<file path="config.mk">
export PLATFORM = sky130hd
export DESIGN_NAME = three_face_scan_angle_generator_top
export DESIGN_NICKNAME = d
export VERILOG_FILES = /design/src/design/tfsag_pkg.sv /design/src/design/tfsag_queue.sv /design/src/design/tfsag_front.sv /design/src/design/tfsag_back.sv /design/src/design/three_face_scan_angle_generator_top.sv
export SDC_FILE = /design/constraint.sdc
export NUM_CORES = 2
export LEC_CHECK = 0
export BUFFER_PORTS_ARGS = -buffer_cell sky130_fd_sc_hd__buf_4
export CAP_MARGIN = 15
export CORE_AREA = 2 2 309 311
export DETAILED_ROUTE_END_ITERATION = 8
export DIE_AREA = 0 0 311 313
export GPL_TIMING_DRIVEN = 0
export PLACE_DENSITY = 0.83
export SLEW_MARGIN = 10
export SYNTH_ARGS = -nofsm -noshare
export SYNTH_HDL_FRONTEND = slang
export SYNTH_SLANG_ARGS = --single-unit
export TNS_END_PERCENT = 1
</file>
<file path="constraint.sdc">
create_clock -name i_clk -period 10.8 [get_ports i_clk]
set_input_delay 1.62 -clock i_clk [delete_from_list [all_inputs] [get_ports i_clk]]
set_output_delay 1.62 -clock i_clk [all_outputs]
set_load 0.005 [all_outputs]
</file>
<file path="src/design/tfsag_pkg.sv">
`timescale 1ns / 1ps

package tfsag_pkg;

    localparam int ANGLE_W         = 20;
    localparam int RANGE_W         = 19;
    localparam int CURV_W          = 20;
    localparam int ANGLE_FRAC_BITS = 16;
    localparam int SQ_W            = 2 * RANGE_W;
    localparam int PROD_W          = CURV_W + SQ_W;
    localparam int RND_W           = PROD_W - 2 * ANGLE_FRAC_BITS + 1;
    localparam int QUEUE_DEPTH_DEF = 4;
    localparam int CFG_INDEX_W     = 3;
    localparam int CFG_DATA_W      = 20;

    localparam logic [ANGLE_W-1:0] TILT_MAX = {1'b0, {(ANGLE_W-1){1'b1}}};

    typedef enum logic [1:0] {
        FACE_NADIR    = 2'd0,
        FACE_FORWARD  = 2'd1,
        FACE_BACKWARD = 2'd2
    } t_face;

    typedef struct packed {
        logic [RANGE_W-1:0]        scan_half_range;
        logic [RANGE_W-1:0]        pulse_step;
        logic [CURV_W-1:0]         curvature;
        logic [RANGE_W-1:0]        centre_tilt;
        logic [RANGE_W-1:0]        nadir_limit;
        logic [RANGE_W-1:0]        tilted_limit;
        logic signed [ANGLE_W-1:0] vertical_min;
        logic signed [ANGLE_W-1:0] vertical_max;
    } t_cfg;

    // one classified pulse on its way to the tilt pipeline
    typedef struct packed {
        logic signed [ANGLE_W-1:0] angle;
        t_face                     face;
        logic                      left;
        logic [RANGE_W-1:0]        mag;
    } t_job;

endpackage

</file>
<file path="src/design/tfsag_queue.sv">
`timescale 1ns / 1ps

module tfsag_queue
    import tfsag_pkg::*;
#(
    parameter int DEPTH = QUEUE_DEPTH_DEF
) (
    input  logic i_clk,
    input  logic i_rst_n,
    input  logic i_push,
    input  t_job i_data,
    output logic o_full,
    input  logic i_pop,
    output t_job o_data,
    output logic o_empty
);

    localparam int PTR_W = $clog2(DEPTH);
    localparam int CNT_W = $clog2(DEPTH + 1);

    t_job             r_mem [DEPTH];
    logic [PTR_W-1:0] r_wr;
    logic [PTR_W-1:0] r_rd;
    logic [CNT_W-1:0] r_count;
    logic             w_push;
    logic             w_pop;

    assign o_full  = (r_count == CNT_W'(DEPTH));
    assign o_empty = (r_count == '0);
    assign w_push  = i_push && !o_full;
    assign w_pop   = i_pop && !o_empty;
    assign o_data  = r_mem[r_rd];

    always_ff @(posedge i_clk) begin
        if (w_push) begin
            r_mem[r_wr] <= i_data;
        end
    end

    always_ff @(posedge i_clk) begin
        if (!i_rst_n) begin
            r_wr    <= '0;
            r_rd    <= '0;
            r_count <= '0;
        end else begin
            if (w_push) begin
                r_wr <= (r_wr == PTR_W'(DEPTH - 1)) ? '0 : r_wr + PTR_W'(1);
            end
            if (w_pop) begin
                r_rd <= (r_rd == PTR_W'(DEPTH - 1)) ? '0 : r_rd + PTR_W'(1);
            end
            if (w_push && !w_pop) begin
                r_count <= r_count + CNT_W'(1);
            end else if (w_pop && !w_push) begin
                r_count <= r_count - CNT_W'(1);
            end
        end
    end

    a_count_bound: assert property (@(posedge i_clk) disable iff (!i_rst_n)
        r_count <= CNT_W'(DEPTH))
        else $error("queue count above depth");

    a_count_step: assert property (@(posedge i_clk) disable iff (!i_rst_n)
        1'b1 |=> (r_count == $past(r_count)) ||
                 (r_count == $past(r_count) + CNT_W'(1)) ||
                 (r_count + CNT_W'(1) == $past(r_count)))
        else $error("queue count jumped");

endmodule

</file>
<file path="src/design/tfsag_front.sv">
`timescale 1ns / 1ps

module tfsag_front
    import tfsag_pkg::*;
(
    input  logic i_clk,
    input  logic i_rst_n,
    input  t_cfg i_cfg,
    input  logic i_push,
    input  logic i_restart,
    input  logic i_full,
    output logic o_push,
    output t_job o_job
);

    logic [ANGLE_W-1:0] r_angle;
    t_face              r_face;

    logic [ANGLE_W-1:0] n_base;
    t_face              n_base_face;
    t_face              n_step_face;
    logic [ANGLE_W:0]   n_sum;
    logic               n_wrap;
    logic [ANGLE_W-1:0] n_angle;
    t_face              n_face;
    logic [ANGLE_W-1:0] n_mag;
    logic [RANGE_W-1:0] n_limit;
    logic               n_left;
    logic [RANGE_W-1:0] n_clamp;

    assign o_push = i_push && !i_full;

    always_comb begin
        n_base      = i_restart ? '0 : r_angle;
        n_base_face = i_restart ? FACE_NADIR : r_face;
        case (n_base_face)
            FACE_NADIR:   n_step_face = FACE_FORWARD;
            FACE_FORWARD: n_step_face = FACE_BACKWARD;
            default:      n_step_face = FACE_NADIR;
        endcase
        n_sum   = {n_base[ANGLE_W-1], n_base} + {2'b00, i_cfg.pulse_step};
        n_wrap  = $signed(n_sum) > $signed({2'b00, i_cfg.scan_half_range});
        n_angle = n_wrap ? (ANGLE_W'(0) - {1'b0, i_cfg.scan_half_range})
                         : n_sum[ANGLE_W-1:0];
        n_face  = n_wrap ? n_step_face : n_base_face;
        n_mag   = n_angle[ANGLE_W-1] ? (ANGLE_W'(0) - n_angle) : n_angle;
        n_limit = (n_face == FACE_NADIR) ? i_cfg.nadir_limit : i_cfg.tilted_limit;
        n_left  = (n_mag <= {1'b0, n_limit})
               && ($signed(n_angle) >= $signed(i_cfg.vertical_min))
               && ($signed(n_angle) <= $signed(i_cfg.vertical_max));
        // tilt sees the magnitude clamped to the sweep
        n_clamp = (n_mag > {1'b0, i_cfg.scan_half_range}) ? i_cfg.scan_half_range
                                                         : n_mag[RANGE_W-1:0];
        o_job.angle = n_angle;
        o_job.face  = n_face;
        o_job.left  = n_left;
        o_job.mag   = n_clamp;
    end

    always_ff @(posedge i_clk) begin
        if (!i_rst_n) begin
            r_angle <= '0;
            r_face  <= FACE_NADIR;
        end else if (o_push) begin
            r_angle <= n_angle;
            r_face  <= n_face;
        end
    end

    a_wrap_to_edge: assert property (@(posedge i_clk) disable iff (!i_rst_n)
        o_push && n_wrap |=> r_angle == ANGLE_W'(0) - {1'b0, i_cfg.scan_half_range})
        else $error("wrap did not land on the negative half range");

endmodule

</file>
<file path="src/design/tfsag_back.sv">
`timescale 1ns / 1ps

module tfsag_back
    import tfsag_pkg::*;
(
    input  logic                i_clk,
    input  logic                i_rst_n,
    input  t_cfg                i_cfg,
    input  t_job                i_job,
    input  logic                i_q_empty,
    output logic                o_q_pop,
    input  logic                i_pop,
    output logic                o_empty,
    output logic [ANGLE_W-1:0]  o_beam_angle,
    output logic [ANGLE_W-1:0]  o_forward_angle,
    output logic [1:0]          o_face,
    output logic                o_pulse_left
);

    localparam int LO_W  = RANGE_W;
    localparam int HI_W  = SQ_W - LO_W;
    localparam int SUM_W = ((RND_W > RANGE_W) ? RND_W : RANGE_W) + 1;
    localparam logic [PROD_W:0] HALF = (PROD_W + 1)'(1) << (2 * ANGLE_FRAC_BITS - 1);

    logic                     w_en;

    logic                     r_a_valid;
    t_job                     r_a_job;
    logic [SQ_W-1:0]          r_a_sq;
    logic                     r_b_valid;
    t_job                     r_b_job;
    logic [CURV_W+LO_W-1:0]   r_b_lo;
    logic [CURV_W+HI_W-1:0]   r_b_hi;
    logic                     r_c_valid;
    t_job                     r_c_job;
    logic [RND_W-1:0]         r_c_rnd;
    logic                     r_out_valid;
    t_job                     r_out_job;
    logic [ANGLE_W-1:0]       r_out_fwd;

    logic [PROD_W:0]          n_prod;
    logic [SUM_W-1:0]         n_sum;
    logic [ANGLE_W-1:0]       n_tilt;
    logic [ANGLE_W-1:0]       n_fwd;

    // the whole pipeline moves together while the result slot is free or its result is popped
    assign w_en    = !r_out_valid || i_pop;
    assign o_q_pop = w_en && !i_q_empty;

    always_comb begin
        n_prod = {1'b0, r_b_hi, {LO_W{1'b0}}} + (PROD_W + 1)'(r_b_lo) + HALF;
        n_sum  = SUM_W'(r_c_rnd) + SUM_W'(i_cfg.centre_tilt);
        n_tilt = (n_sum > SUM_W'(TILT_MAX)) ? TILT_MAX : n_sum[ANGLE_W-1:0];
        case (r_c_job.face)
            FACE_FORWARD:  n_fwd = n_tilt;
            FACE_BACKWARD: n_fwd = ANGLE_W'(0) - n_tilt;
            default:       n_fwd = '0;
        endcase
    end

    always_ff @(posedge i_clk) begin
        if (w_en) begin
            r_a_job   <= i_job;
            r_a_sq    <= SQ_W'(i_job.mag) * SQ_W'(i_job.mag);
            r_b_job   <= r_a_job;
            r_b_lo    <= (CURV_W + LO_W)'(i_cfg.curvature)
                         * (CURV_W + LO_W)'(r_a_sq[LO_W-1:0]);
            r_b_hi    <= (CURV_W + HI_W)'(i_cfg.curvature)
                         * (CURV_W + HI_W)'(r_a_sq[SQ_W-1:LO_W]);
            r_c_job   <= r_b_job;
            r_c_rnd   <= n_prod[PROD_W:2*ANGLE_FRAC_BITS];
            r_out_job <= r_c_job;
            r_out_fwd <= n_fwd;
        end
    end

    always_ff @(posedge i_clk) begin
        if (!i_rst_n) begin
            r_a_valid   <= 1'b0;
            r_b_valid   <= 1'b0;
            r_c_valid   <= 1'b0;
            r_out_valid <= 1'b0;
        end else if (w_en) begin
            r_a_valid   <= o_q_pop;
            r_b_valid   <= r_a_valid;
            r_c_valid   <= r_b_valid;
            r_out_valid <= r_c_valid;
        end
    end

    assign o_empty         = !r_out_valid;
    assign o_beam_angle    = r_out_job.angle;
    assign o_forward_angle = r_out_fwd;
    assign o_face          = r_out_job.face;
    assign o_pulse_left    = r_out_job.left;

    a_nadir_flat: assert property (@(posedge i_clk) disable iff (!i_rst_n)
        r_out_valid && (r_out_job.face == FACE_NADIR) |-> r_out_fwd == '0)
        else $error("tilt on nadir face");

    a_result_held: assert property (@(posedge i_clk) disable iff (!i_rst_n)
        r_out_valid && !i_pop |=> r_out_valid && $stable(r_out_fwd))
        else $error("waiting result lost");

    a_stall_freeze: assert property (@(posedge i_clk) disable iff (!i_rst_n)
        !w_en |=> $stable(r_c_valid) && $stable(r_b_valid) && $stable(r_a_valid))
        else $error("pipeline moved while stalled");

endmodule

</file>
<file path="src/design/three_face_scan_angle_generator_top.sv">
`timescale 1ns / 1ps

// channel   | handshake                      | payload
// ----------+--------------------------------+-------------------------------------------
// pulse in  | i_push / o_full                | i_restart
// result    | o_empty / i_pop                | o_beam_angle, o_forward_angle, o_face,
//           |                                | o_pulse_left
// config    | i_cfg_valid / o_cfg_ready      | i_cfg_index, i_cfg_data
//
// one item per cycle while the result side keeps taking; an accepted item goes
// through the queue, then the square, split product, round and saturate stages.
// i_rst_n is synchronous: clears angle, face, queue and pipeline, loads default config.
// a result not taken freezes the tilt pipeline; the queue then fills and o_full rises.
module three_face_scan_angle_generator_top
    import tfsag_pkg::*;
#(
    parameter int QUEUE_DEPTH = QUEUE_DEPTH_DEF
) (
    input  logic                   i_clk,
    input  logic                   i_rst_n,
    input  logic                   i_push,
    output logic                   o_full,
    input  logic                   i_restart,
    output logic                   o_empty,
    input  logic                   i_pop,
    output logic [ANGLE_W-1:0]     o_beam_angle,
    output logic [ANGLE_W-1:0]     o_forward_angle,
    output logic [1:0]             o_face,
    output logic                   o_pulse_left,
    input  logic                   i_cfg_valid,
    output logic                   o_cfg_ready,
    input  logic [CFG_INDEX_W-1:0] i_cfg_index,
    input  logic [CFG_DATA_W-1:0]  i_cfg_data
);

    typedef enum logic [CFG_INDEX_W-1:0] {
        CFG_HALF_RANGE   = 3'd0,
        CFG_PULSE_STEP   = 3'd1,
        CFG_CURVATURE    = 3'd2,
        CFG_CENTRE_TILT  = 3'd3,
        CFG_NADIR_LIMIT  = 3'd4,
        CFG_TILTED_LIMIT = 3'd5,
        CFG_VERT_MIN     = 3'd6,
        CFG_VERT_MAX     = 3'd7
    } t_cfg_idx;

    t_cfg r_cfg;
    logic w_q_push;
    t_job w_push_job;
    logic w_q_full;
    logic w_q_pop;
    t_job w_pop_job;
    logic w_q_empty;

    assign o_cfg_ready = 1'b1;
    assign o_full      = w_q_full;

    always_ff @(posedge i_clk) begin
        if (!i_rst_n) begin
            r_cfg.scan_half_range <= RANGE_W'(32768);
            r_cfg.pulse_step      <= RANGE_W'(66);
            r_cfg.curvature       <= CURV_W'(22876);
            r_cfg.centre_tilt     <= RANGE_W'(11438);
            r_cfg.nadir_limit     <= RANGE_W'(32768);
            r_cfg.tilted_limit    <= RANGE_W'(32768);
            r_cfg.vertical_min    <= ANGLE_W'(-32768);
            r_cfg.vertical_max    <= ANGLE_W'(32768);
        end else if (i_cfg_valid && o_cfg_ready) begin
            case (t_cfg_idx'(i_cfg_index))
                CFG_HALF_RANGE:   r_cfg.scan_half_range <= i_cfg_data[RANGE_W-1:0];
                CFG_PULSE_STEP:   r_cfg.pulse_step      <= i_cfg_data[RANGE_W-1:0];
                CFG_CURVATURE:    r_cfg.curvature       <= i_cfg_data[CURV_W-1:0];
                CFG_CENTRE_TILT:  r_cfg.centre_tilt     <= i_cfg_data[RANGE_W-1:0];
                CFG_NADIR_LIMIT:  r_cfg.nadir_limit     <= i_cfg_data[RANGE_W-1:0];
                CFG_TILTED_LIMIT: r_cfg.tilted_limit    <= i_cfg_data[RANGE_W-1:0];
                CFG_VERT_MIN:     r_cfg.vertical_min    <= i_cfg_data[ANGLE_W-1:0];
                CFG_VERT_MAX:     r_cfg.vertical_max    <= i_cfg_data[ANGLE_W-1:0];
                default: begin
                end
            endcase
        end
    end

    tfsag_front u_front (
        .i_clk     (i_clk),
        .i_rst_n   (i_rst_n),
        .i_cfg     (r_cfg),
        .i_push    (i_push),
        .i_restart (i_restart),
        .i_full    (w_q_full),
        .o_push    (w_q_push),
        .o_job     (w_push_job)
    );

    tfsag_queue #(
        .DEPTH (QUEUE_DEPTH)
    ) u_queue (
        .i_clk   (i_clk),
        .i_rst_n (i_rst_n),
        .i_push  (w_q_push),
        .i_data  (w_push_job),
        .o_full  (w_q_full),
        .i_pop   (w_q_pop),
        .o_data  (w_pop_job),
        .o_empty (w_q_empty)
    );

    tfsag_back u_back (
        .i_clk           (i_clk),
        .i_rst_n         (i_rst_n),
        .i_cfg           (r_cfg),
        .i_job           (w_pop_job),
        .i_q_empty       (w_q_empty),
        .o_q_pop         (w_q_pop),
        .i_pop           (i_pop),
        .o_empty         (o_empty),
        .o_beam_angle    (o_beam_angle),
        .o_forward_angle (o_forward_angle),
        .o_face          (o_face),
        .o_pulse_left    (o_pulse_left)
    );

endmodule
</file>
## Yosys cells after proc, flatten, opt, wreduce, memory -nomap -nowiden

Memories as Yosys holds them, arrays and structs flattened. A register that Yosys moved wholly into a read port is not among the register bits.
Index checks and enable logic that the tools add are counted.

| operators by class | value |
|---|---|
| add/subtract/negate cells | 11 |
| multiply operators | 3 |
| divide/modulo/power cells | 0 |
| $lt $le $gt $ge | 6 |
| equal/unequal tests | 13 |
| shift operators | 0 |
| muxes and demuxes | 18 |
| bitwise logic cells | 0 |
| reduce and logical (&&, ||, !) cells | 27 |

Operators with widths:

| cell | number |
|---|---|
| 20-bit 2-to-1 mux | 4 |
| 20-bit by 19-bit multiplier with 39-bit output | 2 |
| 58-bit by 39-bit adder with 59-bit output | 1 |
| 59-bit by 32-bit adder with 59-bit output (second input constant) | 1 |
| 20-bit one-hot mux with 2 select lines | 1 |
| 1-bit by 20-bit subtractor with 20-bit output (first input constant) | 2 |
| 19-bit by 19-bit multiplier with 38-bit output | 1 |
| 19-bit 2-to-1 mux | 2 |
| 27-bit by 19-bit adder with 28-bit output | 1 |
| 28-bit by 19-bit greater-than comparator with 1-bit output (second input constant) | 1 |
| 20-bit by 20-bit adder with 21-bit output | 1 |
| 21-bit by 20-bit greater-than comparator with 1-bit output | 1 |
| 20-bit greater-or-equal comparator | 1 |
| 20-bit by 19-bit greater-than comparator with 1-bit output | 1 |
| 20-bit by 19-bit <= comparator with 1-bit output | 1 |
| 20-bit <= comparator | 1 |
| 1-bit by 19-bit subtractor with 20-bit output (first input constant) | 1 |
| 2-bit AND reduction | 8 |
| 3-bit == test (second input constant) | 5 |
| 2-bit 2-to-1 mux | 6 |
| 1-bit logical AND | 8 |
| 2-bit == test (second input constant) | 3 |
| 3-bit by 2-bit == test with 1-bit output (second input constant) | 2 |
| 3-bit logical NOT | 2 |
| other kinds (12) | 21 |

| storage, ports and cells | value |
|---|---|
| bits in registers | 443 |
| latch bits | 0 |
| bits in writable memories | 168 |
| bits in read-only memories | 0 |
| input bits | 29 |
| output and inout port bits | 46 |
| logic and storage cells | 113 |
| memories kept | 1 |

Memory list:

| name | words | bits a word | rd ports | clocked after memory_dff | write ports | RTL line | text |
|---|---|---|---|---|---|---|---|
| u_queue.r_mem | 4 | 42 | 1 | 1 | 1 | tfsag_queue.sv:21 | `t_job r_mem [DEPTH];` |

## Longest topological paths before layout

| depth | value |
|---|---|
| depth after elaboration | 9 |
| mapped depth | 43 |
| depth with buffers taken out | 38 |

## By module

Synthesis repeated with hierarchy kept, for this count alone.

| second synthesis, totals | value |
|---|---|
| cells, all modules | 6228 |
| area total of the unflattened synthesis | 63034.2 um2 |

By module, submodules not included:

| module | times used | cells each | area an instance (um2) | sequential area each (um2) |
|---|---|---|---|---|
| tfsag_back | 1 | 4575 | 44263.7 | 7136.8 |
| tfsag_queue | 1 | 271 | 6593.8 | 5225.0 |
| tfsag_front | 1 | 825 | 6373.6 | 440.4 |
| three_face_scan_angle_generator_top | 1 | 557 | 5803.1 | 3103.0 |

## Worst setup path after synthesis

OpenSTA, ideal clock, no wires.

| path | value |
|---|---|
| path kind | in2reg |
| start | input port i_restart |
| end | memory u_queue.r_mem[0][10] (netlist name) (data pin) |
| library setup time | 264 ps |
| arrival time | 9601 ps |
| required time | 10536 ps |
| slack | 935 ps |
| cell stages on the path | 38 |
| path buffers | 7 |
| path through | clkbuf_1 clkbuf_1 nor2b_1 ha_1 o21ai_0 o21ai_0 a41oi_1 o41a_1 or4b_2 o2111ai_1 ha_1 and2_1 nand2_1 nor4_1 a221o_1 o21ai_0 a21oi_1 buf_4 (+2 left out) nor2_1 a21oi_1 ha_1 nand2_1 nor3_1 or3b_2 mux2i_1 a31oi_1 xnor2_1 ha_1 and4_1 nand4_1 o21ai_0 a31oi_1 nor2b_4 buf_6 buf_12 mux2_4 |

| between the ends | value |
|---|---|
| longest elaborated chain between the ends | 8 |

Ends and longest elaborated chain:

| element | RTL line | text |
|---|---|---|
| start: declaration | three_face_scan_angle_generator_top.sv:23 | `input logic i_restart,` |
| 20-bit 2-to-1 mux * | tfsag_front.sv:34 | `n_base = i_restart ? '0 : r_angle;` |
| 20-bit by 20-bit adder with 21-bit output * | tfsag_front.sv:41 | `n_sum = {n_base[ANGLE_W-1], n_base} + {2'b00, i_cfg.pulse_step};` |
| 21-bit by 20-bit greater-than comparator with 1-bit output | tfsag_front.sv:42 | `n_wrap = $signed(n_sum) > $signed({2'b00, i_cfg.scan_half_range});` |
| 20-bit 2-to-1 mux * | tfsag_front.sv:43 | `n_angle = n_wrap ? (ANGLE_W'(0) - {1'b0, i_cfg.scan_half_range})` |
| 1-bit by 20-bit subtractor with 20-bit output | tfsag_front.sv:46 | `n_mag = n_angle[ANGLE_W-1] ? (ANGLE_W'(0) - n_angle) : n_angle;` |
| 20-bit 2-to-1 mux * | tfsag_front.sv:46 |  |
| 20-bit by 19-bit greater-than comparator with 1-bit output | tfsag_front.sv:52 | `n_clamp = (n_mag > {1'b0, i_cfg.scan_half_range}) ? i_cfg.scan_half_range` |
| 19-bit 2-to-1 mux * | tfsag_front.sv:52 |  |
| net u_front.n_clamp[10] | tfsag_front.sv:29 | `logic [RANGE_W-1:0] n_clamp;` |
| end: declaration | tfsag_queue.sv:21 |  |

Mark *: on every way through the listed nets, which the timed path passes. The rest lies on a longest branch.

## Final worst setup path

| path | value |
|---|---|
| start | input port i_restart |
| end | memory u_queue.r_mem[0][10] (netlist name) (data pin) |

| between the ends | value |
|---|---|
| longest elaborated chain between the ends | 8 |

Ends and longest elaborated chain:

| element | RTL line | text |
|---|---|---|
| 20-bit 2-to-1 mux * | tfsag_front.sv:34 |  |
| 20-bit by 20-bit adder with 21-bit output * | tfsag_front.sv:41 |  |
| 21-bit by 20-bit greater-than comparator with 1-bit output | tfsag_front.sv:42 |  |
| 20-bit 2-to-1 mux * | tfsag_front.sv:43 |  |
| net u_front.n_angle[1] | tfsag_front.sv:24 | `logic [ANGLE_W-1:0] n_angle;` |
| 1-bit by 20-bit subtractor with 20-bit output | tfsag_front.sv:46 |  |
| 20-bit 2-to-1 mux * | tfsag_front.sv:46 |  |
| 20-bit by 19-bit greater-than comparator with 1-bit output | tfsag_front.sv:52 |  |
| 19-bit 2-to-1 mux * | tfsag_front.sv:52 |  |
| net u_front.n_clamp[10] | tfsag_front.sv:29 |  |

Marks and branches as above.

==> reports/metrics.yaml <==
cpPeakStageDelay_ns: 0.64
endpoint: "u_queue.r_mem[0][10]$_DFFE_PP_"
hold_viol: 0
reg2reg_depth: 29
root_buffer: "clkbuf_16"
slowest_stage: "or4b_2"
synth_compound_area_share_pct: 7.52
drt_iter0_markers: 4642
finClkSkew_ns: 0.0906
drive_gt1_share_pct: 4.88
yosysUniqueCellTypes: 96
cap_violations: 0
dieWidth_um: 311
worst_ep_required_time_ns: 11.19
antenna_found_initial: 9
avgRoutedWirePerCell_um: 22.2
setup_viol_count_final: 0
io_pins: 75
layout_common_cells: "inv_1 (1090), nand2_1 (934), fa_1 (842)"
synthCells: 6233
antenna_left: 0
gr-total-overflow: 0
async_reset_ff_share_pct: 0
dpl.hpwl_um: 132000
htree_levels: 3
postRouteWirelength_um: 171000
final_common_cell: "inv_1"
drv_slew: 0
area_growth_pct: 7.21
min-delay-path-class: "reg2reg"
cp_top_family: "simple AND/OR/NAND/NOR gates"
cp.depth: 37
synth_top_family_by_area: "adder cells"
dpl_cell_area_um2: 63800
grt_pass1_vias: 47581
grtUsageTotal_pct: 35.8
hold_ws_ns: 0.406
final_area_um2: 66200
portBuffers: 49
route.detailed.drc: 0
clock-sinks: 593
cp-startpoint: "i_restart"
synthMuxAreaShare_pct: 2.63
min_period_ns: 10.40
yosysWarnings: 0
gp_congestion: 0.998
synthSimpleGateAreaFrac_pct: 13.8
core-area_um2: 94200
clk-insertion-delay-late_ns: 0.69
worst_setup_path_start_kind: "input pin"
grt_max_degree: 120
final_cell_count_no_fill: 7682
dp.cells: 7554
chipHeight_um: 313
yosys_most_used_dff: "edfxtp_1"
r2r-end: "u_back.r_a_sq[37]$_DFFE_PN_"
max_freq_ghz: 0.0961
max_slew.worst_pin.slew_ns: 1.38
crit_type: "in2reg"
tns_ns: 0
die_area_um2: 97300
worstPathArrival_ns: 10.79
initial_core_util_pct: 65.6
cts_buffer_depth: 3
cts_buffers: 66
syn_area_um2: 61700
ys_seq_area_share_pct: 25.8
path_clk_slew_ns: 0.06
num-nets-final: 7791
firstDrtPassIters: 5
rows: 113
grt_first_pass_wirelength_um: 265000
worst-path-max-fanout: 14
synthXorXnorAreaFrac_pct: 2.94
vias: 45883
critPathCaptureType: "register"
via_per_inst: 5.97
synth_edf_count: 403
worst-path-buf-inv: 7
syn_area_per_cell_um2: 9.90
period_share_pct: 96.3
cts_tree: "built"
ys_ff_latch: 593
hp-start: "u_back.r_c_job[39]$_DFFE_PN_"
slew-limit-headroom_pct: 6.82
synthAdderAreaFrac_pct: 38.7
r2r_slack_ns: 0.61
status: "complete, no violations"
==> how the worst min path moves through the flow <==
stage,end,slack [ns],depth (start not counted)
after floorplan,u_back.o_beam_angle[0]$_DFFE_PN_,0.40,0
after global placement,u_back.r_c_job[40]$_DFFE_PN_,0.40,0
after detailed placement,u_back.o_beam_angle[17]$_DFFE_PN_,0.40,0
after CTS,u_back.o_beam_angle[17]$_DFFE_PN_,0.40,0
after global routing,u_back.o_beam_angle[12]$_DFFE_PN_,0.42,0
final,u_back.o_beam_angle[17]$_DFFE_PN_,0.41,0
==> timing repair <==
| item | in CTS | in global routing |
|---|---|---|
| pin swaps | 0 | 1 |
| endpoints found under the hold margin | 0 | 0 |
| setup endpoints to repair | 80 | 80 |
| hold buffers | 0 | 0 |
| resized for setup | 8 | 4 |
| setup buffers | 0 | 3 |
==> cell families after synthesis <==
kind of cell | count (synthesis)
other | 1
AND/OR/NAND/NOR | 1829
AO/OA/AOI/OAI | 686
multiplexers | 124
adder cells (fa/ha/maj) | 1405
buffers and inverters | 1388
flip-flops | 593
XOR/XNOR | 207
==> metal layers <==
layer | vias to the layer above | part of all wire, % | GRT usage (%)
met5 | - | 0.041 | 0
met4 | 10 | 7.1 | 20.6
met3 | 657 | 11 | 7.94
met2 | 2498 | 46 | 57.3
met1 | 22664 | 37 | 45.2
li1 | 20054 | - | -
==> synthesized netlist by cell type (21+ instances only) <==
cell / instances / area (um^2)
dfxtp_1: 190 / 3800
fa_1: 842 / 16900
o211a_1: 21 / 210
nand3_1: 64 / 320
and2_1: 329 / 2060
nor2_1: 227 / 852
edfxtp_1: 403 / 12100
mux4_2: 23 / 518
nand2_1: 934 / 3510
xor2_1: 49 / 429
ha_1: 561 / 7020
nor2b_1: 53 / 332
nand2b_1: 37 / 231
a21o_1: 79 / 593
mux2_2: 30 / 338
a21oi_1: 126 / 631
mux2i_1: 60 / 601
clkbuf_1: 251 / 942
inv_1: 1091 / 4100
nand4_1: 30 / 188
nor3_1: 43 / 215
and3_1: 26 / 163
a21boi_0: 141 / 1060
buf_4: 23 / 173
o21ai_0: 125 / 626
a211oi_1: 21 / 158
xnor2_1: 158 / 1380
o21a_1: 31 / 233
==> worst reg2reg max path: cells and delay by family (launching register included) <==
kind	cells	cell delay, ns
XOR/XNOR	1	0.08
adder cells (fa/ha/maj)	7	3.60
AO/OA/AOI/OAI	10	2.72
AND/OR/NAND/NOR	2	0.31
buffers and inverters	8	2.58
flip-flops	1	0.30
multiplexers	1	0.31
==> per-stage QoR <==
stage / utilization (%) / worst slack [ns]
after floorplan: - / 0.935
after global placement: 67.6 / -2.09
after detailed placement: 67.8 / -1.63
after CTS: 70.2 / 0.106
after global routing: 70.3 / -0.0111
final: 70.3 / 0.399
==> sequential cells by signal (all words and copies together), names as in the netlist, 2 cells and up, named ones only <==
register	flops
u_back.o_face	2
u_back.r_c_job	23
u_queue.r_count	3
u_queue.r_rd	2
u_back.r_b_lo	20
u_back.o_forward_angle	20
u_queue.r_wr	2
u_back.r_c_rnd	27
u_back.r_b_hi	39
u_front.r_face	2
u_back.r_b_job	23
r_cfg	155
u_back.o_beam_angle	20
u_back.r_a_sq	37
u_front.r_angle	20
u_queue.r_mem	168
u_back.r_a_job	23
==> cell type report <==
| class | instances | area, um^2 |
|---|---|---|
| Fill cell | 6872 | 28000 |
| Clock buffer | 81 | 1770 |
| Buffer | 289 | 1200 |
| Timing Repair Buffer | 58 | 526 |
| Clock inverter | 38 | 468 |
| Antenna cell | 7 | 17.5 |
| Inverter | 1098 | 4130 |
| Multi-Input combinational cell | 4253 | 40600 |
| Sequential cell | 593 | 15900 |
| Tap cell | 1265 | 1580 |
Power is left out: the tool's default activity adds up to more than one toggle a clock period on the data nets, which glitch-free logic cannot reach.
